<file path="config.mk">
export PLATFORM = sky130hd
export DESIGN_NAME = sfir_tap_cell
export DESIGN_NICKNAME = d
export VERILOG_FILES = /design/src/rtl/sfir_pkg.sv /design/src/rtl/sfir_tap_cell.sv
export SDC_FILE = /design/constraint.sdc
export NUM_CORES = 1
export LEC_CHECK = 0
export BUFFER_PORTS_ARGS = -buffer_cell sky130_fd_sc_hd__buf_2
export CORE_MARGIN = 2
export CORE_UTILIZATION = 55
export CTS_CLUSTER_DIAMETER = 30
export DETAILED_ROUTE_END_ITERATION = 10
export PLACE_DENSITY_LB_ADDON = 0.1
export SYNTH_ARGS = -nofsm -noshare
export SYNTH_HDL_FRONTEND = slang
export SYNTH_SLANG_ARGS = --single-unit
</file>
<file path="constraint.sdc">
create_clock -name i_clk -period 16.67 [get_ports i_clk]
set_input_delay 2.5005 -clock i_clk [delete_from_list [all_inputs] [get_ports i_clk]]
set_output_delay 2.5005 -clock i_clk [all_outputs]
set_load 0.005 [all_outputs]
</file>
<file path="src/rtl/sfir_pkg.sv">
// shared types, widths and coefficient defaults for the symmetric fir
// no dependencies

package sfir_pkg;

    localparam int SAMPLE_W = 16;
    localparam int COEF_W = 16;
    localparam int PROD_W = SAMPLE_W + COEF_W;
    localparam int ACC_W = 40;
    localparam int NUM_COEF = 8;
    localparam int COEF_IDX_W = $clog2(NUM_COEF);
    localparam int CFG_IDX_W = 4;

    localparam int TAPS_DEF = 15;
    localparam int SCALE_SHIFT_DEF = 17;

    typedef logic signed [SAMPLE_W-1:0] t_sample;
    typedef logic signed [COEF_W-1:0] t_coef;
    typedef logic signed [PROD_W-1:0] t_prod;
    typedef logic signed [ACC_W-1:0] t_acc;

    // register indexes of the configuration port
    localparam logic [CFG_IDX_W-1:0] REG_COEF_OUTER_0 = CFG_IDX_W'(0);
    localparam logic [CFG_IDX_W-1:0] REG_COEF_CENTER = CFG_IDX_W'(NUM_COEF - 1);

    localparam t_coef COEF_RESET [NUM_COEF] = '{
        -16'sd306, 16'sd1, 16'sd1032, 16'sd3430,
        16'sd7961, 16'sd15266, 16'sd23994, 16'sd28309
    };

    localparam t_sample SAT_MAX = 16'sh7fff;
    localparam t_sample SAT_MIN = -16'sh8000;

    // coefficient register shared by tap k and its mirror tap
    function automatic int coef_index(input int k, input int taps);
        int m;
        m = k;
        if (taps - 1 - k < m) m = taps - 1 - k;
        if (m < 0) m = 0;
        if (m > NUM_COEF - 1) m = NUM_COEF - 1;
        return m;
    endfunction

endpackage

</file>
<file path="src/rtl/sfir_tap_cell.sv">
// one tap of the delay line: holds a sample, hands it on, forms its product
// depends on sfir_pkg

module sfir_tap_cell
    import sfir_pkg::*;
(
    input  logic    i_clk,
    input  logic    i_rst_n,
    input  logic    i_shift_en,
    input  t_sample i_sample,
    input  t_coef   i_coef,
    output t_sample o_sample,
    output t_prod   o_prod
);

    t_sample r_sample;
    t_prod   r_prod;

    always_ff @(posedge i_clk) begin
        if (!i_rst_n) begin
            r_sample <= '0;
        end else if (i_shift_en) begin
            r_sample <= i_sample;
        end
    end

    always_ff @(posedge i_clk) begin
        if (i_shift_en) begin
            r_prod <= i_coef * i_sample;
        end
    end

    assign o_sample = r_sample;
    assign o_prod = r_prod;

endmodule

</file>
==> results of run 1 <==
==> flip-flops by register name, summed over array words and instances, names as in the netlist <==
| signal | cells |
|---|---|
| o_prod | 32 |
| o_sample | 16 |
==> through the flow <==
stage | hold WS [ns] | utilization (%) | std cells | worst slack [ns]
floorplan | 0.507 | - | 1154 | 8.37
global placement | 0.492 | 58.9 | 1469 | 7.91
detailed placement | 0.496 | 58.9 | 1469 | 7.82
CTS | 0.517 | 59.9 | 1477 | 8.13
global route | 0.551 | 59.9 | 1477 | 7.73
finish | 0.516 | 59.9 | 1477 | 8.11
==> synth_stat cells, types with 2 or more instances <==
| library cell | n |
|---|---|
| a211oi_1 | 4 |
| a21o_1 | 11 |
| a21oi_1 | 19 |
| a31oi_1 | 2 |
| and2_1 | 123 |
| clkbuf_1 | 38 |
| dfxtp_1 | 16 |
| edfxtp_1 | 32 |
| fa_1 | 262 |
| ha_1 | 82 |
| inv_1 | 291 |
| mux2i_1 | 16 |
| nand2_1 | 125 |
| nand2b_1 | 4 |
| nand3_1 | 5 |
| nand4_1 | 2 |
| nor2_1 | 26 |
| nor2b_1 | 17 |
| nor3_1 | 5 |
| o21a_1 | 3 |
| o21ai_0 | 10 |
| o21bai_1 | 2 |
| or3_1 | 3 |
| xnor2_1 | 28 |
| xor2_1 | 9 |
==> worst max-delay path, cell delays in order <==
cell      delay, ns
buf_2          0.36
nand2_1        0.15
fa_1           0.55
inv_1          0.05
fa_1           0.49
inv_1          0.05
fa_1           0.53
inv_1          0.05
fa_1           0.45
fa_1           0.49
inv_1          0.05
fa_1           0.48
inv_1          0.04
ha_1           0.38
nand3_1        0.11
a211oi_1       0.42
o211ai_1       0.24
a31oi_1        0.39
nor3_1         0.14
o41ai_1        0.39
a21oi_1        0.14
xnor2_1        0.14
==> cell families after synthesis <==
group	Yosys count
buffers and inverters	329
xor gates and xnor gates	37
muxes	16
AOI/OAI and AO/OA	66
and+or+nand+nor	314
DFF	48
adders and majority gates	344
==> final cells by class <==
cell class / count / area (sq um) / area share (%)
Inverter: 291 / 1090 / 9.02
Clock buffer: 6 / 150 / 1.24
Multi-Input combinational cell: 777 / 8800 / 72.6
Clock inverter: 2 / 38.8 / 0.320
Tap cell: 270 / 338 / 2.79
Timing Repair Buffer: 83 / 418 / 3.45
Sequential cell: 48 / 1280 / 10.6
==> metal layers <==
metal | part of all wire [%] | vias up
met5 | 0 | -
met4 | 2.5 | 0
met2 | 55 | 126
li1 | - | 3497
met3 | 2.4 | 39
met1 | 40 | 3972
==> worst min path at each step <==
stage | from | to | slack [ns]
after global placement | o_sample[4]$_SDFFE_PN0P_ | o_sample[4]$_SDFFE_PN0P_ | 0.49
after global routing | o_sample[15]$_SDFFE_PN0P_ | o_sample[15]$_SDFFE_PN0P_ | 0.55
after CTS | o_sample[4]$_SDFFE_PN0P_ | o_sample[4]$_SDFFE_PN0P_ | 0.52
final | o_sample[4]$_SDFFE_PN0P_ | o_sample[4]$_SDFFE_PN0P_ | 0.52
after floorplan | o_sample[0]$_SDFFE_PN0P_ | o_sample[0]$_SDFFE_PN0P_ | 0.51
after detailed placement | o_sample[4]$_SDFFE_PN0P_ | o_sample[4]$_SDFFE_PN0P_ | 0.50
==> metrics, run 1 <==
Max Cap Viol=0; CTS tree=yes; Die H=147 microns; # diodes=0; #FFs+latches synth=48; Routed WL=25.4 mm; vias=7634; compound-cell area share of the yosys netlist=4.03%; busiest grt layer=met2; origin of the worst setup path=i_sample[7]; mux cell area share after synthesis=1.42%; critical path type=in -> reg; dpl hpwl=21.3 mm; post-synth top area cell=fa_1; Peak Freq=0.117 GHz; CTS resizes=0; most frequent cells in the layout=291 x inv_1, 262 x fa_1, 125 x nand2_1; Tightest Pin Transition=0.700 ns; first-pass GRT wire length=41.6 mm; RR Startpoint=o_sample[8]$_SDFFE_PN0P_; Nets=1585; synth warn=0; number of synthesized flops with an enable pin=32; Max H-tree Level=2; area share of fa/ha/maj cells after synthesis=55.4%; clock root buffer master=clkbuf_16; Core Box Area=0.0202 sq mm; main flop type after synthesis=edfxtp_1; worst hold-check path type=reg -> reg; largest family of logic cells by synthesized area=adder cells; area delta synth->final=7.09%; post-layout instance area=0.0121 sq mm; share of the synthesized area in the top cell type=46.4%; global routing usage on met2=46.6%; Startpoint Class=input pin; xor/xnor cell area share of the yosys netlist=2.86%; Via density=5.17; initial antenna violation count=0; wire length per cell=17.2 microns; status=finished clean; M1 GR Usage=31.1%; Final ANT Viol Nets=0; std cell rows=52; Syn Nets=1533; Layout fillers=1793; clk sinks=48; GP Congestion=0.847; CP Max Fanout=17; endpoints failing setup=0; Mapped Area=0.0113 sq mm; Placed Area=0.0119 sq mm; total gr overflow=0; Max Slew Vio Count=0; sequential share of the synthesized area=11.3%; vias in the first global route=8249; most area-consuming cells after synthesis=fa_1 46%, inv_1 9.7%, ha_1 9.1%, edfxtp_1 8.5%, and2_1 6.8%; Hold Path Depth=2; unique cell type count in the Yosys netlist=44; Die W=147 microns; Avg Cell Area, Syn=9.80 sq um; post-CTS setup buffers=0; worst reg-to-reg setup slack=16.03 ns; Post-Synthesis Cells=1154; Worst-Skew Late Latency=0.30 ns; most common cell after layout, fill and taps aside=inv_1; Reg2Reg Depth=2; min Tclk post-route=8.56 ns; largest net degree at the start of global routing=49; # IOs=83; GRT Resource Usage Total=24.8%; Critical Path RT=16.72 ns; CTS Buf Count=5; Initial Util=55.9%; CP Capture Point=o_prod[30]$_DFFE_PP_; clk buf depth=2; WP data arrival=8.62 ns; layout cells sized above 1=8.29%; Slew headroom=53.3%; FFs w/ async S/R, synth=0%; final hold violation count=0; die footprint=0.0217 sq mm; Worst-path clk slew=0.07 ns; final setup TNS=0 ns; met3 GRT Util=1.88%; CP endpoint kind=register; Tcrit/Tclk final=51.4%; Hold-fix buffers, CTS=0; Pre-antenna DRT Iters=5; RSZ-0062 raised after global routing=false; Post-Synth Simple-Gate Area=14.0%; FF-to-FF End=o_sample[8]$_SDFFE_PN0P_; # DRC=0; Clock Skew=0 ns; initial drt markers=289; # port buffers=82
Power of run 1 is not shown: default switching activity piles up to over one toggle a cycle in this logic, so the estimate is an artifact.
==> run 2: changes to the inputs <==
- clock period: 16.67 -> 8.2 ns (I/O delays scaled with it)
==> run 2 against run 1 <==
  * Non-clock buffer count is 2 higher
  * Worst setup slack worse by 7.3 ns
  * Highest routed layer unchanged
  * Sequential cell count stayed put
  * Register-to-register slack worse by 8.5 ns
  * Cell area is 0.12% higher
  * Largest cell class unchanged
==> metrics, run 2 (synthesis results as in run 1) <==
GRT Resource Usage Total=25.4% (+0.60 points); CP Max Fanout=17 (unchanged); CTS resizes=0 (unchanged); final setup TNS=0 ns (unchanged); Core Box Area=0.0202 sq mm (unchanged); Most common cell on crit path=fa_1; Max Cap Viol=0 (unchanged); vias in the first global route=8423 (+2.1%); clock root buffer master=clkbuf_16; initial drt markers=302 (+4.5%); worst path bufs/invs=6 (unchanged); Hold Path Depth=2 (unchanged); Initial Util=55.9% (unchanged); status=finished clean; Routed WL=26.0 mm (+2.2%); std cell rows=52 (unchanged); Die W=147 microns (unchanged); clk buf depth=2 (unchanged); Startpoint Class=input pin; CP cell instances=buf_2, nand2_1, fa_1, inv_1, fa_1, inv_1, fa_1, inv_1, fa_1, fa_1, inv_1, fa_1, inv_1, ha_1, nand3_1, a211oi_1, o211ai_1, a31oi_1, nor3_1, o41ai_1, a21oi_1, xnor2_1; most frequent cells in the layout=291 x inv_1, 262 x fa_1, 125 x nand2_1; most common cell after layout, fill and taps aside=inv_1; Tightest Pin Transition=0.697 ns (-0.00264 ns); Nets=1587 (+0.13%); RSZ-0062 raised after global routing=false; vias=7804 (+2.2%); Max Slew Vio Count=0 (unchanged); die footprint=0.0217 sq mm (unchanged); dpl hpwl=21.5 mm (+1.2%); CP endpoint kind=register; total gr overflow=0 (unchanged); critical path type=in -> reg; Reg2Reg Depth=2 (unchanged); footprint of the multi-input gates=0.00880 sq mm (unchanged); first-pass GRT wire length=42.8 mm (+2.8%); endpoints failing setup=0 (unchanged); Worst-Skew Late Latency=0.30 ns (about the same); Clock Skew=0 ns (unchanged); Pre-antenna DRT Iters=5 (unchanged); post-CTS setup buffers=0 (unchanged); WP data arrival=7.48 ns (-1.14 ns); # IOs=83 (unchanged); area delta synth->final=7.22%; wire length per cell=17.6 microns (+2.0%); Hold-fix buffers, CTS=0 (unchanged); Critical-path top delay cell=fa_1; # diodes=0 (unchanged); Slew headroom=53.5% (+0.18 points); min Tclk post-route=7.42 ns; initial antenna violation count=0 (unchanged); Max H-tree Level=2 (unchanged); CTS tree=yes; largest net degree at the start of global routing=49 (unchanged); Tcrit/Tclk final=90.5%; # port buffers=82 (unchanged); layout cells sized above 1=8.44% (+0.15 points); Die H=147 microns (unchanged); clk sinks=48 (unchanged); CP peak stage delay=0.55 ns (about the same); Register Area=0.00128 sq mm (unchanged); Final ANT Viol Nets=0 (unchanged); Worst-path clk slew=0.07 ns (about the same); Critical Path RT=8.26 ns (-8.46 ns); Via density=5.28 (+2.1%); worst hold-check path type=reg -> reg; max FFs per register=32 (unchanged); Layout fillers=1838 (+2.5%); GP Congestion=0.850 (+0.31%); Peak Freq=0.135 GHz; CTS Buf Count=5 (unchanged); # DRC=0 (unchanged); CP delay by family, top=adder cells; stages on the worst setup path=22 (unchanged); final hold violation count=0 (unchanged)
## run 2: cell types whose count changed in the layout (fill, tap and decap cells not counted)
cell,delta
buf_4,+2
## run 2: area by class of cell
| class | instances | area share, % |
|---|---|---|
| multi-input combinational | 777 | 72.5 |
| sequential | 48 | 10.6 |
| tap | 270 | 2.79 |
| inverter | 291 | 9.01 |
| clock buffer | 6 | 1.24 |
| clock inverter | 2 | 0.320 |
| timing repair buffer | 85 | 3.57 |
## run 2: worst min-delay path, stage by stage, from the launching register on
cell and delay, ns:
dfxtp_1 0.33, mux2i_1 0.06, nor2b_1 0.09
## run 2: path summary, 6_finish.rpt
check | from | to | slack (ns)
worst min-delay path | o_sample[6]$_SDFFE_PN0P_ | o_sample[6]$_SDFFE_PN0P_ | 0.52
worst min register to register | o_sample[6]$_SDFFE_PN0P_ | o_sample[6]$_SDFFE_PN0P_ | 0.52
worst max register to register | o_sample[8]$_SDFFE_PN0P_ | o_sample[8]$_SDFFE_PN0P_ | 7.55
worst max-delay path | i_sample[7] | o_prod[30]$_DFFE_PP_ | 0.78
## run 2: metrics by stage
step	cells	hold WS [ns]	setup slack, ns	utilization [%]	cell area, sq um
after global placement	1471	0.492	0.697	59.0	11900
final	1479	0.517	0.776	59.9	12100
after CTS	1479	0.523	0.857	59.9	12100
after floorplan	1154	0.507	1.17	-	11300
after global routing	1479	0.549	0.496	59.9	12100
after detailed placement	1471	0.505	0.560	59.0	11900
## run 2: layer usage
| layer | vias to the layer above | GRT usage [%] | routed length, microns |
|---|---|---|---|
| li1 | 3501 | - | - |
| met1 | 4100 | 32.4 | 10500 |
| met2 | 161 | 46.8 | 14100 |
| met3 | 42 | 2.28 | 731 |
| met4 | 0 | 6.49 | 690 |
| met5 | - | 0 | 0 |
Power of run 2 is left out for the same reason.
==> run 3: changes to the inputs <==
- MAX_ROUTING_LAYER: not set -> met4
- PLACE_DENSITY: not set -> 0.86
- PLACE_DENSITY_LB_ADDON: 0.1 -> not set
==> run 3 against run 2 <==
  * Count of clock-buffer cells in the layout is 1 lower
  * Cell count is 0.14% lower
  * Cell area is 0.28% lower
  * Global-route usage is 1.5 points higher
  * Maximum frequency is 2.0% lower
  * Utilization is 0.17 points lower
  * Register-to-register slack worse by 0.03 ns
  * Via count is 3.2% higher
  * Non-clock buffer count is 2 lower
  * Die area stayed put
  * First-iteration DRC count grew to 2.5 times the previous value
==> metrics, run 3 (synthesis results as in run 1) <==
Routed WL=26.8 mm (+3.1%); post-placement cell count=1469 (-0.14%); CP cell instances=buf_2, nand2_1, inv_1, fa_1, fa_1, fa_1, fa_1, fa_1, inv_1, fa_1, inv_1, ha_1, and4_1, nand3_1, a31oi_1, nor3_1, o41ai_1, a21oi_1, xnor2_1; # diodes=0 (unchanged); final setup TNS=0 ns (unchanged); initial antenna violation count=0 (unchanged); Peak Freq=0.132 GHz (-2.0%); vias in the first global route=8842 (+5.0%); most common cell after layout, fill and taps aside=inv_1; # IOs=83 (unchanged); Tightest Pin Transition=0.693 ns (-0.00441 ns); Layout Cells excl Fill=1477 (-0.14%); std cell rows=52 (unchanged); initial drt markers=769 (+150%); CTS resizes=0 (unchanged); Max Cap Viol=0 (unchanged); WP data arrival=7.63 ns (+0.15 ns); Core Util, Final=59.8% (-0.17 points); clk sinks=48 (unchanged); Tcrit/Tclk final=92.4% (+1.8 points); layout cells sized above 1=8.29% (-0.15 points); Final ANT Viol Nets=0 (unchanged); vias=8057 (+3.2%); Critical Path RT=8.26 ns (about the same); min Tclk post-route=7.57 ns (+0.149 ns); worst hold-check path type=reg -> reg; total gr overflow=0 (unchanged); Max H-tree Level=2 (unchanged); final hold violation count=0 (unchanged); most frequent cells in the layout=291 x inv_1, 262 x fa_1, 125 x nand2_1; wire length per cell=18.1 microns (+3.2%); GRT Resource Usage Total=26.9% (+1.5 points); area delta synth->final=6.92%; dpl hpwl=21.3 mm (-0.94%); Startpoint Class=input pin; clock root buffer master=clkbuf_16; CP peak stage delay=0.94 ns (+0.39 ns); Worst-Skew Late Latency=0.30 ns (about the same); CTS tree=yes; Setup WS pre-CTS=0.600 ns (+0.0401 ns); # port buffers=82 (unchanged); clk buf depth=2 (unchanged); Core Box Area=0.0202 sq mm (unchanged); first-pass GRT wire length=44.1 mm (+3.2%); Die H=147 microns (unchanged); CP delay by family, top=adder cells; Pre-antenna DRT Iters=6 (+1); Die W=147 microns (unchanged); Hold-fix buffers, CTS=0 (unchanged); Slew headroom=53.8% (+0.29 points); post-CTS setup buffers=0 (unchanged); Initial Util=55.9% (unchanged); die footprint=0.0217 sq mm (unchanged); Max Slew Vio Count=0 (unchanged); status=finished clean; Via density=5.45 (+3.4%); final worst slack=0.626 ns (-0.149 ns); GP Congestion=0.944 (+11%); Critical-path top delay cell=fa_1; # DRC=0 (unchanged); CP Max Fanout=17 (unchanged); max FFs per register=32 (unchanged); critical path type=in -> reg; Worst-path clk slew=0.07 ns (about the same); endpoints failing setup=0 (unchanged); CP endpoint kind=register; CTS Buf Count=5 (unchanged); Nets=1585 (-0.13%); worst path bufs/invs=4 (-2); RSZ-0062 raised after global routing=false; Clock Skew=0 ns (unchanged); Most common cell on crit path=fa_1; largest net degree at the start of global routing=49 (unchanged)
-- run 3: worst paths after layout --
kind,from,endpoint,slack [ns],cells past startpoint
max reg2reg,o_sample[12]$_SDFFE_PN0P_,o_sample[12]$_SDFFE_PN0P_,7.52,2
max,i_sample[1],o_prod[30]$_DFFE_PP_,0.63,19
min,o_sample[15]$_SDFFE_PN0P_,o_sample[15]$_SDFFE_PN0P_,0.51,2
min reg2reg,o_sample[15]$_SDFFE_PN0P_,o_sample[15]$_SDFFE_PN0P_,0.51,2
-- run 3: final cells by class --
cell class | count | area [sq um]
Clock buffer | 5 | 125
Timing Repair Buffer | 83 | 418
Inverter | 291 | 1090
Multi-Input combinational cell | 777 | 8800
Sequential cell | 48 | 1280
Tap cell | 270 | 338
Clock inverter | 3 | 45.0
Fill cell | 1546 | 8140
-- run 3: metrics by stage --
stage,hold slack [ns],area (sq um)
4_1_cts,0.518,12100
2_1_floorplan,0.507,11300
6_report,0.514,12100
5_1_grt,0.560,12100
3_5_place_dp,0.497,11900
3_3_place_gp,0.492,11900
-- run 3: worst register-to-register path, cell delays in order (launching register included) --
cell     delay, ns
dfxtp_1       0.33
mux2i_1       0.18
nor2b_1       0.07
-- run 3: layer usage --
layer / vias up / GRT usage (%) / wire length (microns) / part of all wire, %
li1: 3496 / - / - / -
met1: 4035 / 33.1 / 9870 / 37
met2: 417 / 45.4 / 13500 / 51
met3: 109 / 3.36 / 2060 / 7.7
met4: 0 / 11.3 / 1310 / 4.9
met5: - / - / 0 / 0
Power of run 3 is left out for the same reason.
