$ cat src/rtl/sfir_pkg.sv
// shared types, widths and coefficient defaults for the symmetric fir
// no dependencies

package sfir_pkg;

    localparam int SAMPLE_W = 16;
    localparam int COEF_W = 16;
    localparam int PROD_W = SAMPLE_W + COEF_W;
    localparam int ACC_W = 40;
    localparam int NUM_COEF = 8;
    localparam int COEF_IDX_W = $clog2(NUM_COEF);
    localparam int CFG_IDX_W = 4;

    localparam int TAPS_DEF = 15;
    localparam int SCALE_SHIFT_DEF = 17;

    typedef logic signed [SAMPLE_W-1:0] t_sample;
    typedef logic signed [COEF_W-1:0] t_coef;
    typedef logic signed [PROD_W-1:0] t_prod;
    typedef logic signed [ACC_W-1:0] t_acc;

    // register indexes of the configuration port
    localparam logic [CFG_IDX_W-1:0] REG_COEF_OUTER_0 = CFG_IDX_W'(0);
    localparam logic [CFG_IDX_W-1:0] REG_COEF_CENTER = CFG_IDX_W'(NUM_COEF - 1);

    localparam t_coef COEF_RESET [NUM_COEF] = '{
        -16'sd306, 16'sd1, 16'sd1032, 16'sd3430,
        16'sd7961, 16'sd15266, 16'sd23994, 16'sd28309
    };

    localparam t_sample SAT_MAX = 16'sh7fff;
    localparam t_sample SAT_MIN = -16'sh8000;

    // coefficient register shared by tap k and its mirror tap
    function automatic int coef_index(input int k, input int taps);
        int m;
        m = k;
        if (taps - 1 - k < m) m = taps - 1 - k;
        if (m < 0) m = 0;
        if (m > NUM_COEF - 1) m = NUM_COEF - 1;
        return m;
    endfunction

endpackage

$ cat src/rtl/sfir_add_tree.sv
// registered binary adder tree over the tap products
// depends on sfir_pkg

module sfir_add_tree
    import sfir_pkg::*;
#(
    parameter int TAPS = TAPS_DEF
) (
    input  logic  i_clk,
    input  logic  i_rst_n,
    input  logic  i_en,
    input  logic  i_valid,
    input  t_prod i_prod [TAPS],
    output logic  o_valid,
    output t_acc  o_sum
);

    localparam int LEVELS = $clog2(TAPS);
    localparam int LEAVES = 1 << LEVELS;

    t_acc w_leaf [LEAVES];
    t_acc r_node [LEVELS][LEAVES];
    logic [LEVELS-1:0] r_valid;

    for (genvar i = 0; i < LEAVES; i++) begin : g_leaf
        if (i < TAPS) begin : g_used
            assign w_leaf[i] = ACC_W'(i_prod[i]);
        end else begin : g_pad
            assign w_leaf[i] = '0;
        end
    end

    for (genvar l = 0; l < LEVELS; l++) begin : g_level
        for (genvar i = 0; i < (LEAVES >> (l + 1)); i++) begin : g_node
            if (l == 0) begin : g_first
                always_ff @(posedge i_clk) begin
                    if (i_en) begin
                        r_node[l][i] <= w_leaf[2*i] + w_leaf[2*i+1];
                    end
                end
            end else begin : g_inner
                always_ff @(posedge i_clk) begin
                    if (i_en) begin
                        r_node[l][i] <= r_node[l-1][2*i] + r_node[l-1][2*i+1];
                    end
                end
            end
        end
    end

    always_ff @(posedge i_clk) begin
        if (!i_rst_n) begin
            r_valid <= '0;
        end else if (i_en) begin
            r_valid <= {r_valid[LEVELS-2:0], i_valid};
        end
    end

    assign o_valid = r_valid[LEVELS-1];
    assign o_sum = r_node[LEVELS-1][0];

endmodule

$ cat config.mk
export PLATFORM = sky130hd
export DESIGN_NAME = sfir_add_tree
export DESIGN_NICKNAME = d
export VERILOG_FILES = /design/src/rtl/sfir_pkg.sv /design/src/rtl/sfir_add_tree.sv
export SDC_FILE = /design/constraint.sdc
export NUM_CORES = 1
export LEC_CHECK = 0
export ABC_CLOCK_PERIOD_IN_PS = 3100
export BUFFER_PORTS_ARGS = -buffer_cell sky130_fd_sc_hd__clkbuf_2
export CORE_AREA = 5 5 293 352
export DETAILED_ROUTE_END_ITERATION = 12
export DIE_AREA = 0 0 298 357
export PLACE_DENSITY_LB_ADDON = 0.1
export SYNTH_ARGS = -nofsm -noshare
export SYNTH_HDL_FRONTEND = slang
export SYNTH_SLANG_ARGS = --single-unit
export TNS_END_PERCENT = 5
$ cat constraint.sdc
create_clock -name i_clk -period 3.1 [get_ports i_clk]
set_input_delay 0 -clock i_clk [delete_from_list [all_inputs] [get_ports i_clk]]
set_output_delay 0 -clock i_clk [all_outputs]
set_load 0.05 [all_outputs]
==> results of run 1 <==
-- layout make-up --
class | count | area share, %
multi-input cells | 3016 | 43.5
inverters | 96 | 0.678
flip-flops and latches | 547 | 30.9
clock inverters | 38 | 0.813
repair buffers | 1275 | 17.9
clock buffers | 81 | 3.26
well taps | 1290 | 3.04
-- stage by stage --
step	hold slack, ns	util, %	setup slack [ns]
5_1_grt	0.0306	53.5	-0.318
3_5_place_dp	0.179	45.9	-0.454
6_report	0.00446	53.5	-0.0877
4_1_cts	0.000340	53.1	-0.242
3_3_place_gp	0.180	45.9	-0.434
2_1_floorplan	0.0989	-	0.0838
-- cells in the final DEF, fill, tap and decap left out, types with 20 or more instances in the layout --
master	Yosys	routed
sky130_fd_sc_hd__a211oi_1	45	38
sky130_fd_sc_hd__a21o_1	270	270
sky130_fd_sc_hd__a21oi_1	367	347
sky130_fd_sc_hd__a21oi_2	5	23
sky130_fd_sc_hd__a31oi_1	57	49
sky130_fd_sc_hd__and3_1	50	48
sky130_fd_sc_hd__buf_4	1	280
sky130_fd_sc_hd__clkbuf_16	0	67
sky130_fd_sc_hd__clkbuf_2	0	523
sky130_fd_sc_hd__dlygate4sd3_1	0	466
sky130_fd_sc_hd__edfxtp_1	543	543
sky130_fd_sc_hd__ha_1	473	468
sky130_fd_sc_hd__inv_1	96	95
sky130_fd_sc_hd__nand2_1	154	153
sky130_fd_sc_hd__nand2b_1	63	62
sky130_fd_sc_hd__nand3_1	90	87
sky130_fd_sc_hd__nand4_1	27	27
sky130_fd_sc_hd__nor2_1	218	216
sky130_fd_sc_hd__nor2b_1	69	66
sky130_fd_sc_hd__nor3_1	60	58
sky130_fd_sc_hd__o211ai_1	22	22
sky130_fd_sc_hd__o21a_1	65	63
sky130_fd_sc_hd__o21ai_0	195	175
sky130_fd_sc_hd__o21ai_1	6	20
sky130_fd_sc_hd__o21bai_1	64	63
sky130_fd_sc_hd__o31ai_1	31	24
sky130_fd_sc_hd__xnor2_1	275	275
sky130_fd_sc_hd__xor2_1	131	131
-- power groups by stage --
stage | logic [uW] | registers, uW | clock network (uW)
after CTS | 21800 | 12500 | 8040
after detailed placement | 20600 | 12600 | 0
after global placement | 20600 | 12600 | 0
after global routing | 24400 | 12600 | 8350
final | 22000 | 12400 | 7770
after floorplan | 13300 | 13100 | 0
-- critical path, cell delays in order, from the launching register on --
cell                       delay [ns]
sky130_fd_sc_hd__edfxtp_1        0.38
sky130_fd_sc_hd__ha_1            0.32
sky130_fd_sc_hd__a211o_1         0.31
sky130_fd_sc_hd__a211oi_2        0.32
sky130_fd_sc_hd__o221a_2         0.29
sky130_fd_sc_hd__a21oi_2         0.10
sky130_fd_sc_hd__a221oi_2        0.26
sky130_fd_sc_hd__buf_4           0.17
sky130_fd_sc_hd__o211ai_4        0.12
sky130_fd_sc_hd__a311oi_2        0.28
sky130_fd_sc_hd__o21ai_1         0.10
sky130_fd_sc_hd__a21oi_1         0.19
sky130_fd_sc_hd__xnor2_1         0.08
-- how the worst max path moves through the flow --
stage,startpoint,depth (start not counted),slack [ns],to
finish,r_node[1][241]$_DFFE_PP_,12,-0.09,r_node[2][317]$_DFFE_PP_
global route,r_node[0][200]$_DFFE_PP_,15,-0.32,r_node[1][272]$_DFFE_PP_
CTS,r_node[0][200]$_DFFE_PP_,15,-0.24,r_node[1][272]$_DFFE_PP_
detailed placement,r_node[0][160]$_DFFE_PP_,15,-0.45,r_node[1][272]$_DFFE_PP_
global placement,r_node[0][160]$_DFFE_PP_,13,-0.43,r_node[1][271]$_DFFE_PP_
floorplan,r_node[0][0]$_DFFE_PP_,12,0.08,r_node[1][188]$_DFFE_PP_
-- cell families after synthesis --
kind of cell,after synthesis,share of synthesized area [%]
DFF,547,41.6
and+or+nand+nor,830,10.5
xor gates and xnor gates,406,9.02
AOI/OAI and AO/OA,1287,21.6
buffers and inverters,141,1.40
muxes,6,0.156
adders and majority gates,487,15.7
-- repair_timing --
| action | 4_1_cts | 5_1_grt |
|---|---|---|
| pin swaps | 34 | 44 |
| cloned | 0 | 0 |
| resized for setup | 56 | 87 |
| setup endpoints to repair | 88 | 132 |
| buffers inserted | 4 | 2 |
| hold endpoints to repair | 311 | 0 |
| hold buffers | 466 | 0 |
-- sequential cells by signal, summed over array words and instances (netlist names) --
| signal | flops |
|---|---|
| r_node | 543 |
| r_valid | 4 |
-- routing by layer --
metal	wire [um]	vias to the layer above	part of all wire (%)
met3	4800	152	4.3
met2	55800	679	50
met4	3100	0	2.8
li1	-	16800	-
met5	0	-	0
met1	48000	15500	43
==> flow_summary.html, run 1 <==
<table>
<tr><th>Metric</th><th>Value</th></tr>
<tr><th colspan="2">Global routing</th></tr>
<tr><td>Fraction of met3 tracks used by global routing</td><td>2.87%</td></tr>
<tr><td>Global-route usage over all layers</td><td>20.2%</td></tr>
<tr><td>Overflow left after global routing</td><td>0</td></tr>
<tr><td>Busiest layer in global routing</td><td>met2</td></tr>
<tr><td>Initial antenna violation count</td><td>1</td></tr>
<tr><td>Via count of the first global-routing pass</td><td>33.9k</td></tr>
<tr><td>Largest net degree at the start of global routing</td><td>127</td></tr>
<tr><td>Wire length of the first global-routing pass</td><td>175000 um</td></tr>
<tr><td>Fraction of met2 tracks used by global routing</td><td>36.5%</td></tr>
<tr><td>Global Route met1 Usage</td><td>25.1%</td></tr>
<tr><th colspan="2">Worst setup path</th></tr>
<tr><td>Type of the worst setup path</td><td>flop to flop</td></tr>
<tr><td>Required arrival time at the worst endpoint</td><td>3.45 ns</td></tr>
<tr><td>CP Max Fanout</td><td>3</td></tr>
<tr><td>Origin of the critical flop-to-flop path</td><td>r_node[1][241]$_DFFE_PP_</td></tr>
<tr><td>Critical path arrival</td><td>3.54 ns</td></tr>
<tr><td>Register-to-Register Setup Slack</td><td>-0.09 ns</td></tr>
<tr><td>Worst reg-to-reg path cell count</td><td>12</td></tr>
<tr><td>R2R Path End</td><td>r_node[2][317]$_DFFE_PP_</td></tr>
<tr><td>Worst setup EP type</td><td>flop</td></tr>
<tr><td>Kind of launch point of the worst setup path</td><td>flop</td></tr>
<tr><th colspan="2">Cells and area</th></tr>
<tr><td>Area taken by multi-input logic gates</td><td>23100 um2</td></tr>
<tr><td>Total area of sequential cells</td><td>16400 um2</td></tr>
<tr><td>Fillers</td><td>8920</td></tr>
<tr><td>Net count, final</td><td>5973</td></tr>
<tr><td>Ant. Diodes</td><td>0</td></tr>
<tr><td>Layout cells sized above 1</td><td>21.1%</td></tr>
<tr><td>Area growth, synth to finish</td><td>34.7%</td></tr>
<tr><td>Total non-filler cell area in the finished layout</td><td>53100 um2</td></tr>
<tr><td>Layout Cells excl Fill</td><td>6343</td></tr>
<tr><th colspan="2">Placement</th></tr>
<tr><td>Post-Place Cells</td><td>5752</td></tr>
<tr><td>HPWL after DPL</td><td>86500 um</td></tr>
<tr><td>Placement Cell Area</td><td>45600 um2</td></tr>
<tr><td>Count of port buffers added during placement</td><td>524</td></tr>
<tr><td>Weighted congestion at the end of routability-driven global placement</td><td>0.856</td></tr>
<tr><th colspan="2">Min path</th></tr>
<tr><td>Destination of the worst hold path</td><td>r_node[0][286]$_DFFE_PP_</td></tr>
<tr><td>WHS Path Cells</td><td>4</td></tr>
<tr><td>HP Class</td><td>input port to flop</td></tr>
<tr><td>Hold_sp</td><td>i_prod[454]</td></tr>
<tr><th colspan="2">Die</th></tr>
<tr><td>Chip width</td><td>298 um</td></tr>
<tr><td>Initial cell density of the core</td><td>39.7%</td></tr>
<tr><td>Core area</td><td>99300 um2</td></tr>
<tr><td>Num rows</td><td>127</td></tr>
<tr><td>Vertical extent of the die</td><td>357 um</td></tr>
<tr><td>Die Area</td><td>106000 um2</td></tr>
<tr><td>Boundary Pins</td><td>525</td></tr>
<tr><th colspan="2">Power</th></tr>
<tr><td>Clock group share of total power</td><td>18.4%</td></tr>
<tr><td>Post-layout total power</td><td>42200 uW</td></tr>
<tr><td>Cell-internal power</td><td>26200 uW</td></tr>
<tr><td>Power density cells</td><td>794 nW/um2</td></tr>
<tr><td>LEAKAGE</td><td>0.0233 uW</td></tr>
<tr><td>Peak supply drop</td><td>0.493 mV</td></tr>
<tr><td>Net switching power figure</td><td>16000 uW</td></tr>
<tr><td>Net Sw Frac</td><td>37.9%</td></tr>
<tr><td>Logic gate share of total power</td><td>52.2%</td></tr>
<tr><td>Sequential Power Share</td><td>29.3%</td></tr>
<tr><th colspan="2">Detailed routing</th></tr>
<tr><td>TritonRoute pass-1 iters</td><td>6</td></tr>
<tr><td>Via count of the routed design</td><td>33.1k</td></tr>
<tr><td>Drt total wl</td><td>112000 um</td></tr>
<tr><td>Via-per-instance ratio</td><td>5.22</td></tr>
<tr><td>Initial detailed-routing violation count</td><td>1577</td></tr>
<tr><td>Average wire per standard cell</td><td>17.6 um</td></tr>
<tr><td>Final routed DRC violation total</td><td>0</td></tr>
<tr><td>Number of nets still failing antenna checks after routing</td><td>0</td></tr>
<tr><th colspan="2">STA</th></tr>
<tr><td>Sum of negative setup slack</td><td>-0.215 ns</td></tr>
<tr><td>Final Critical Period</td><td>3.19 ns</td></tr>
<tr><td>Ratio of final minimum period to clock period</td><td>103%</td></tr>
<tr><td>Highest clock rate</td><td>0.314 GHz</td></tr>
<tr><td>Slew at the pin closest to its max-slew limit</td><td>0.762 ns</td></tr>
<tr><td>Final critical-path setup slack</td><td>-0.0877 ns</td></tr>
<tr><td>Final clock skew</td><td>0.0206 ns</td></tr>
<tr><td>Setup-failing EPs final</td><td>5</td></tr>
<tr><td>Number of hold violations in the final report</td><td>0</td></tr>
<tr><td>RSZ-0062 raised after global routing</td><td>true</td></tr>
<tr><td>Remaining max-slew budget at the tightest pin</td><td>49.2%</td></tr>
<tr><td>Final Max Tran Viols</td><td>0</td></tr>
<tr><th colspan="2">Clocking</th></tr>
<tr><td>Clock Latency Late Sink</td><td>0.60 ns</td></tr>
<tr><td>Library cell used as clock root buffer</td><td>sky130_fd_sc_hd__clkbuf_16</td></tr>
<tr><td>Htree depth</td><td>3</td></tr>
<tr><td>Clock transition at the registers of the reported paths</td><td>0.06 ns</td></tr>
<tr><td>Clock tree from TritonCTS</td><td>built</td></tr>
<tr><td>Total number of clock tree sinks</td><td>547</td></tr>
<tr><td>Number of buffers added by the clock tree synthesis step</td><td>66</td></tr>
<tr><td>Number of buffers on the longest clock path</td><td>3</td></tr>
<tr><th colspan="2">Yosys</th></tr>
<tr><td>Async set-reset flop share out of synthesis</td><td>0%</td></tr>
<tr><td>Cell taking the most area after synthesis</td><td>sky130_fd_sc_hd__edfxtp_1</td></tr>
<tr><td>Gate Count Post-Synth</td><td>3704</td></tr>
<tr><td>Post-synth net total</td><td>4675</td></tr>
<tr><td>Synthesis warning total</td><td>0</td></tr>
<tr><td>Dominant synthesized flop cell</td><td>sky130_fd_sc_hd__edfxtp_1</td></tr>
<tr><td>Portion of synthesized cell area occupied by the leading cell type</td><td>41.4%</td></tr>
<tr><td>Proportion of synthesized chip area in sequential cells</td><td>41.6%</td></tr>
<tr><td>Post-synthesis instance area</td><td>39400 um2</td></tr>
<tr><td>Total of flip-flops plus latches after synthesis</td><td>547</td></tr>
<tr><td>Library cell with the highest instance count after synthesis</td><td>sky130_fd_sc_hd__edfxtp_1</td></tr>
<tr><td>Number of enable-type register cells in the synthesized netlist</td><td>543</td></tr>
<tr><td>Netlist cell types</td><td>97</td></tr>
<tr><td>Synth top cells by count</td><td>sky130_fd_sc_hd__edfxtp_1, sky130_fd_sc_hd__ha_1, sky130_fd_sc_hd__a21oi_1, sky130_fd_sc_hd__xnor2_1, sky130_fd_sc_hd__a21o_1</td></tr>
<tr><td>Post-Synthesis Mean Instance Area</td><td>10.6 um2</td></tr>
<tr><td>Top cells by area in the synthesized netlist</td><td>sky130_fd_sc_hd__edfxtp_1, sky130_fd_sc_hd__ha_1, sky130_fd_sc_hd__xnor2_1, sky130_fd_sc_hd__a21o_1, sky130_fd_sc_hd__a21oi_1</td></tr>
<tr><th colspan="2">Run</th></tr>
<tr><td>Max-cap violations</td><td>0</td></tr>
<tr><th colspan="2">Outcome</th></tr>
<tr><td>Failing checks</td><td>negative setup slack</td></tr>
<tr><td>Run status</td><td>finished with violations</td></tr>
</table>
Power figures use the tool's default switching activity.
==> run 2, diff against run 1 <==
- CORE_AREA: 5 5 293 352 -> 5 5 253 304
- DIE_AREA: 0 0 298 357 -> 0 0 258 309
==> run 2 against run 1 <==
  * The flow finishes with violations (design-rule violations, negative setup slack)
  * Critical path depth grew 2
  * Die area shrank 25%
  * First-iteration DRC count rose by 47%
  * Clock power down 0.5%
  * Sequential share of layout area up 0.47 points
  * Register-to-register slack better by 0.06 ns
  * Clock skew is essentially flat
  * Final cell count fell by 6.1%
  * Worst setup slack improved by 0.060 ns
  * Global-route usage is 6.4 points higher
  * Power shrank 1.1%
  * Non-clock buffer count fell by 42
  * Largest cell class unchanged
==> flow_summary.html, run 2 (synthesis gave the netlist of run 1 again) <==
<table>
<tr><th>Metric</th><th>Value</th></tr>
<tr><th colspan="2">Detailed routing</th></tr>
<tr><td>Drt total wl</td><td>111000 um</td></tr>
<tr><td>Via-per-instance ratio</td><td>5.69</td></tr>
<tr><td>Number of nets still failing antenna checks after routing</td><td>0</td></tr>
<tr><td>Final routed DRC violation total</td><td>2</td></tr>
<tr><td>TritonRoute pass-1 iters</td><td>10</td></tr>
<tr><td>Via count of the routed design</td><td>33.9k</td></tr>
<tr><td>Average wire per standard cell</td><td>18.7 um</td></tr>
<tr><td>Initial detailed-routing violation count</td><td>2311</td></tr>
<tr><th colspan="2">Placement</th></tr>
<tr><td>HPWL after DPL</td><td>82000 um</td></tr>
<tr><td>Weighted congestion at the end of routability-driven global placement</td><td>0.915</td></tr>
<tr><td>Count of port buffers added during placement</td><td>524</td></tr>
<tr><th colspan="2">Cells and area</th></tr>
<tr><td>Most used cells in the layout excluding fill and tap cells</td><td>sky130_fd_sc_hd__edfxtp_1, sky130_fd_sc_hd__clkbuf_2, sky130_fd_sc_hd__ha_1, sky130_fd_sc_hd__dlygate4sd3_1, sky130_fd_sc_hd__a21oi_1</td></tr>
<tr><td>Most frequent standard cell in the layout excluding fill and tap cells</td><td>sky130_fd_sc_hd__edfxtp_1</td></tr>
<tr><td>Area growth, synth to finish</td><td>32.7%</td></tr>
<tr><td>Largest register FFs</td><td>543</td></tr>
<tr><td>Top flop regs</td><td>r_node x543, r_valid x4</td></tr>
<tr><td>Fillers</td><td>5440</td></tr>
<tr><td>Net count, final</td><td>5931</td></tr>
<tr><td>Layout cells sized above 1</td><td>20.9%</td></tr>
<tr><td>Register containing the most flip-flops in the final layout</td><td>r_node</td></tr>
<tr><th colspan="2">Die</th></tr>
<tr><td>Die Area</td><td>79700 um2</td></tr>
<tr><td>Core area</td><td>73500 um2</td></tr>
<tr><td>Vertical extent of the die</td><td>309 um</td></tr>
<tr><td>Boundary Pins</td><td>525</td></tr>
<tr><td>Chip width</td><td>258 um</td></tr>
<tr><td>Initial cell density of the core</td><td>53.6%</td></tr>
<tr><td>Num rows</td><td>109</td></tr>
<tr><th colspan="2">Outcome</th></tr>
<tr><td>Failing checks</td><td>design-rule violations, negative setup slack</td></tr>
<tr><td>Run status</td><td>finished with violations</td></tr>
<tr><th colspan="2">STA</th></tr>
<tr><td>Slew at the pin closest to its max-slew limit</td><td>0.732 ns</td></tr>
<tr><td>Final critical-path setup slack</td><td>-0.0280 ns</td></tr>
<tr><td>RSZ-0062 raised after global routing</td><td>true</td></tr>
<tr><td>Setup-failing EPs final</td><td>2</td></tr>
<tr><td>Number of hold violations in the final report</td><td>0</td></tr>
<tr><td>Highest clock rate</td><td>0.320 GHz</td></tr>
<tr><td>Ratio of final minimum period to clock period</td><td>101%</td></tr>
<tr><td>Final Critical Period</td><td>3.13 ns</td></tr>
<tr><td>Final clock skew</td><td>0.0211 ns</td></tr>
<tr><td>Sum of negative setup slack</td><td>-0.0377 ns</td></tr>
<tr><td>Remaining max-slew budget at the tightest pin</td><td>51.2%</td></tr>
<tr><td>Final Max Tran Viols</td><td>0</td></tr>
<tr><th colspan="2">Power</th></tr>
<tr><td>Post-layout total power</td><td>41700 uW</td></tr>
<tr><td>Power density cells</td><td>798 nW/um2</td></tr>
<tr><td>Sequential Power Share</td><td>29.8%</td></tr>
<tr><td>Cell-internal power</td><td>25900 uW</td></tr>
<tr><td>LEAKAGE</td><td>0.0231 uW</td></tr>
<tr><td>Peak supply drop</td><td>0.557 mV</td></tr>
<tr><td>Net switching power figure</td><td>15800 uW</td></tr>
<tr><td>Clock group share of total power</td><td>18.5%</td></tr>
<tr><td>Logic gate share of total power</td><td>51.7%</td></tr>
<tr><td>Net Sw Frac</td><td>37.9%</td></tr>
<tr><th colspan="2">Global routing</th></tr>
<tr><td>Largest net degree at the start of global routing</td><td>86</td></tr>
<tr><td>Global-route usage over all layers</td><td>26.6%</td></tr>
<tr><td>Wire length of the first global-routing pass</td><td>172000 um</td></tr>
<tr><td>Via count of the first global-routing pass</td><td>34.1k</td></tr>
<tr><td>Initial antenna violation count</td><td>3</td></tr>
<tr><td>Overflow left after global routing</td><td>0</td></tr>
<tr><th colspan="2">Run</th></tr>
<tr><td>Max-cap violations</td><td>0</td></tr>
<tr><th colspan="2">Clocking</th></tr>
<tr><td>Clock tree from TritonCTS</td><td>built</td></tr>
<tr><td>Clock Latency Late Sink</td><td>0.59 ns</td></tr>
<tr><td>Clock transition at the registers of the reported paths</td><td>0.06 ns</td></tr>
<tr><td>Htree depth</td><td>3</td></tr>
<tr><td>Total number of clock tree sinks</td><td>547</td></tr>
<tr><td>Number of buffers added by the clock tree synthesis step</td><td>66</td></tr>
<tr><td>Library cell used as clock root buffer</td><td>sky130_fd_sc_hd__clkbuf_16</td></tr>
<tr><td>Number of buffers on the longest clock path</td><td>3</td></tr>
<tr><th colspan="2">Worst setup path</th></tr>
<tr><td>Type of the worst setup path</td><td>flop to flop</td></tr>
<tr><td>Kind of launch point of the worst setup path</td><td>flop</td></tr>
<tr><td>Required arrival time at the worst endpoint</td><td>3.44 ns</td></tr>
<tr><td>Critical path arrival</td><td>3.46 ns</td></tr>
<tr><td>CP Max Fanout</td><td>4</td></tr>
<tr><td>Worst setup EP type</td><td>flop</td></tr>
<tr><th colspan="2">Min path</th></tr>
<tr><td>HP Class</td><td>input port to flop</td></tr>
</table>
## run 2: cell count changes in the layout (fill, tap and decap cells not counted), sizes merged, moves of 2 or more
cell         before  now
dlygate4sd3     466  451
inv             101   96
clkbuf          604  607
buf             286  259
bufinv            8    5
clkinv           20   26
diode             0    2
## run 2: worst paths after layout
check                           startpoint                        to  slack, ns  cells after the start
setup / recovery  r_node[0][160]$_DFFE_PP_  r_node[1][272]$_DFFE_PP_      -0.03                     14
hold / removal                 i_prod[125]  r_node[0][109]$_DFFE_PP_       0.02                      3
setup reg to reg  r_node[0][160]$_DFFE_PP_  r_node[1][272]$_DFFE_PP_      -0.03                     14
hold reg to reg    r_valid[3]$_SDFFE_PN0P_   r_valid[3]$_SDFFE_PN0P_       0.52                      2
## run 2: repair_timing
| action | CTS | global route |
|---|---|---|
| gates resized for setup | 46 | 101 |
| pin swaps | 30 | 67 |
| setup buffers | 9 | 8 |
| setup endpoints to repair | 61 | 150 |
| hold buffers | 451 | 0 |
| hold endpoints to repair | 301 | 0 |
## run 2: worst max-delay path, cell delays in order (launching register included)
cell and delay [ns]:
sky130_fd_sc_hd__edfxtp_1 0.37, sky130_fd_sc_hd__ha_2 0.20, sky130_fd_sc_hd__inv_2 0.06, sky130_fd_sc_hd__fa_2 0.19, sky130_fd_sc_hd__nor2b_1 0.05, sky130_fd_sc_hd__o31a_1 0.30, sky130_fd_sc_hd__o311ai_2 0.31, sky130_fd_sc_hd__nand3_2 0.17
sky130_fd_sc_hd__o211ai_1 0.20, sky130_fd_sc_hd__buf_4 0.16, sky130_fd_sc_hd__o21ai_4 0.06, sky130_fd_sc_hd__a2111oi_4 0.31, sky130_fd_sc_hd__o21bai_1 0.13, sky130_fd_sc_hd__a21o_1 0.21, sky130_fd_sc_hd__xor2_1 0.15
## run 2: final cells by class
type                       count  area [um2]  share of cell area [%]
multi-input combinational   3016       23100                    44.1
sequential                   547       16400                    31.3
timing repair buffer        1233        9140                    17.5
clock buffer                  84        1870                    3.57
tap                          943        1180                    2.26
inverter                      96         360                   0.689
clock inverter                37         314                   0.600
antenna                        2        5.00                 0.00957
## run 2: power groups by stage
stage	clock (uW)	sequential, uW	combinational [uW]
after global placement	0	12600	19700
after floorplan	0	13100	13300
final	7730	12400	21600
after CTS	7890	12500	21100
after global routing	8210	12600	23800
after detailed placement	0	12600	19900
## run 2: stage by stage
step                hold slack, ns  cells  instance area, um2  utilization [%]  setup WS (ns)
finish                      0.0249   5958               52300             71.2        -0.0280
global route                0.0207   5957               52300             71.2         -0.188
CTS                       0.000766   5948               51900             70.5         -0.128
detailed placement           0.179   5367               44900             61.1         -0.381
global placement             0.179   5367               44900             61.1         -0.381
floorplan                   0.0989   3704               39400                -         0.0838
## run 2: layer usage
| layer | up-vias | GRT usage, % | wire length [um] |
|---|---|---|---|
| met2 | 997 | 46.1 | 54900 |
| met1 | 15900 | 33.6 | 45800 |
| met5 | - | 0 | 0 |
| li1 | 16800 | - | - |
| met4 | 0 | 10.8 | 4590 |
| met3 | 252 | 3.91 | 6090 |
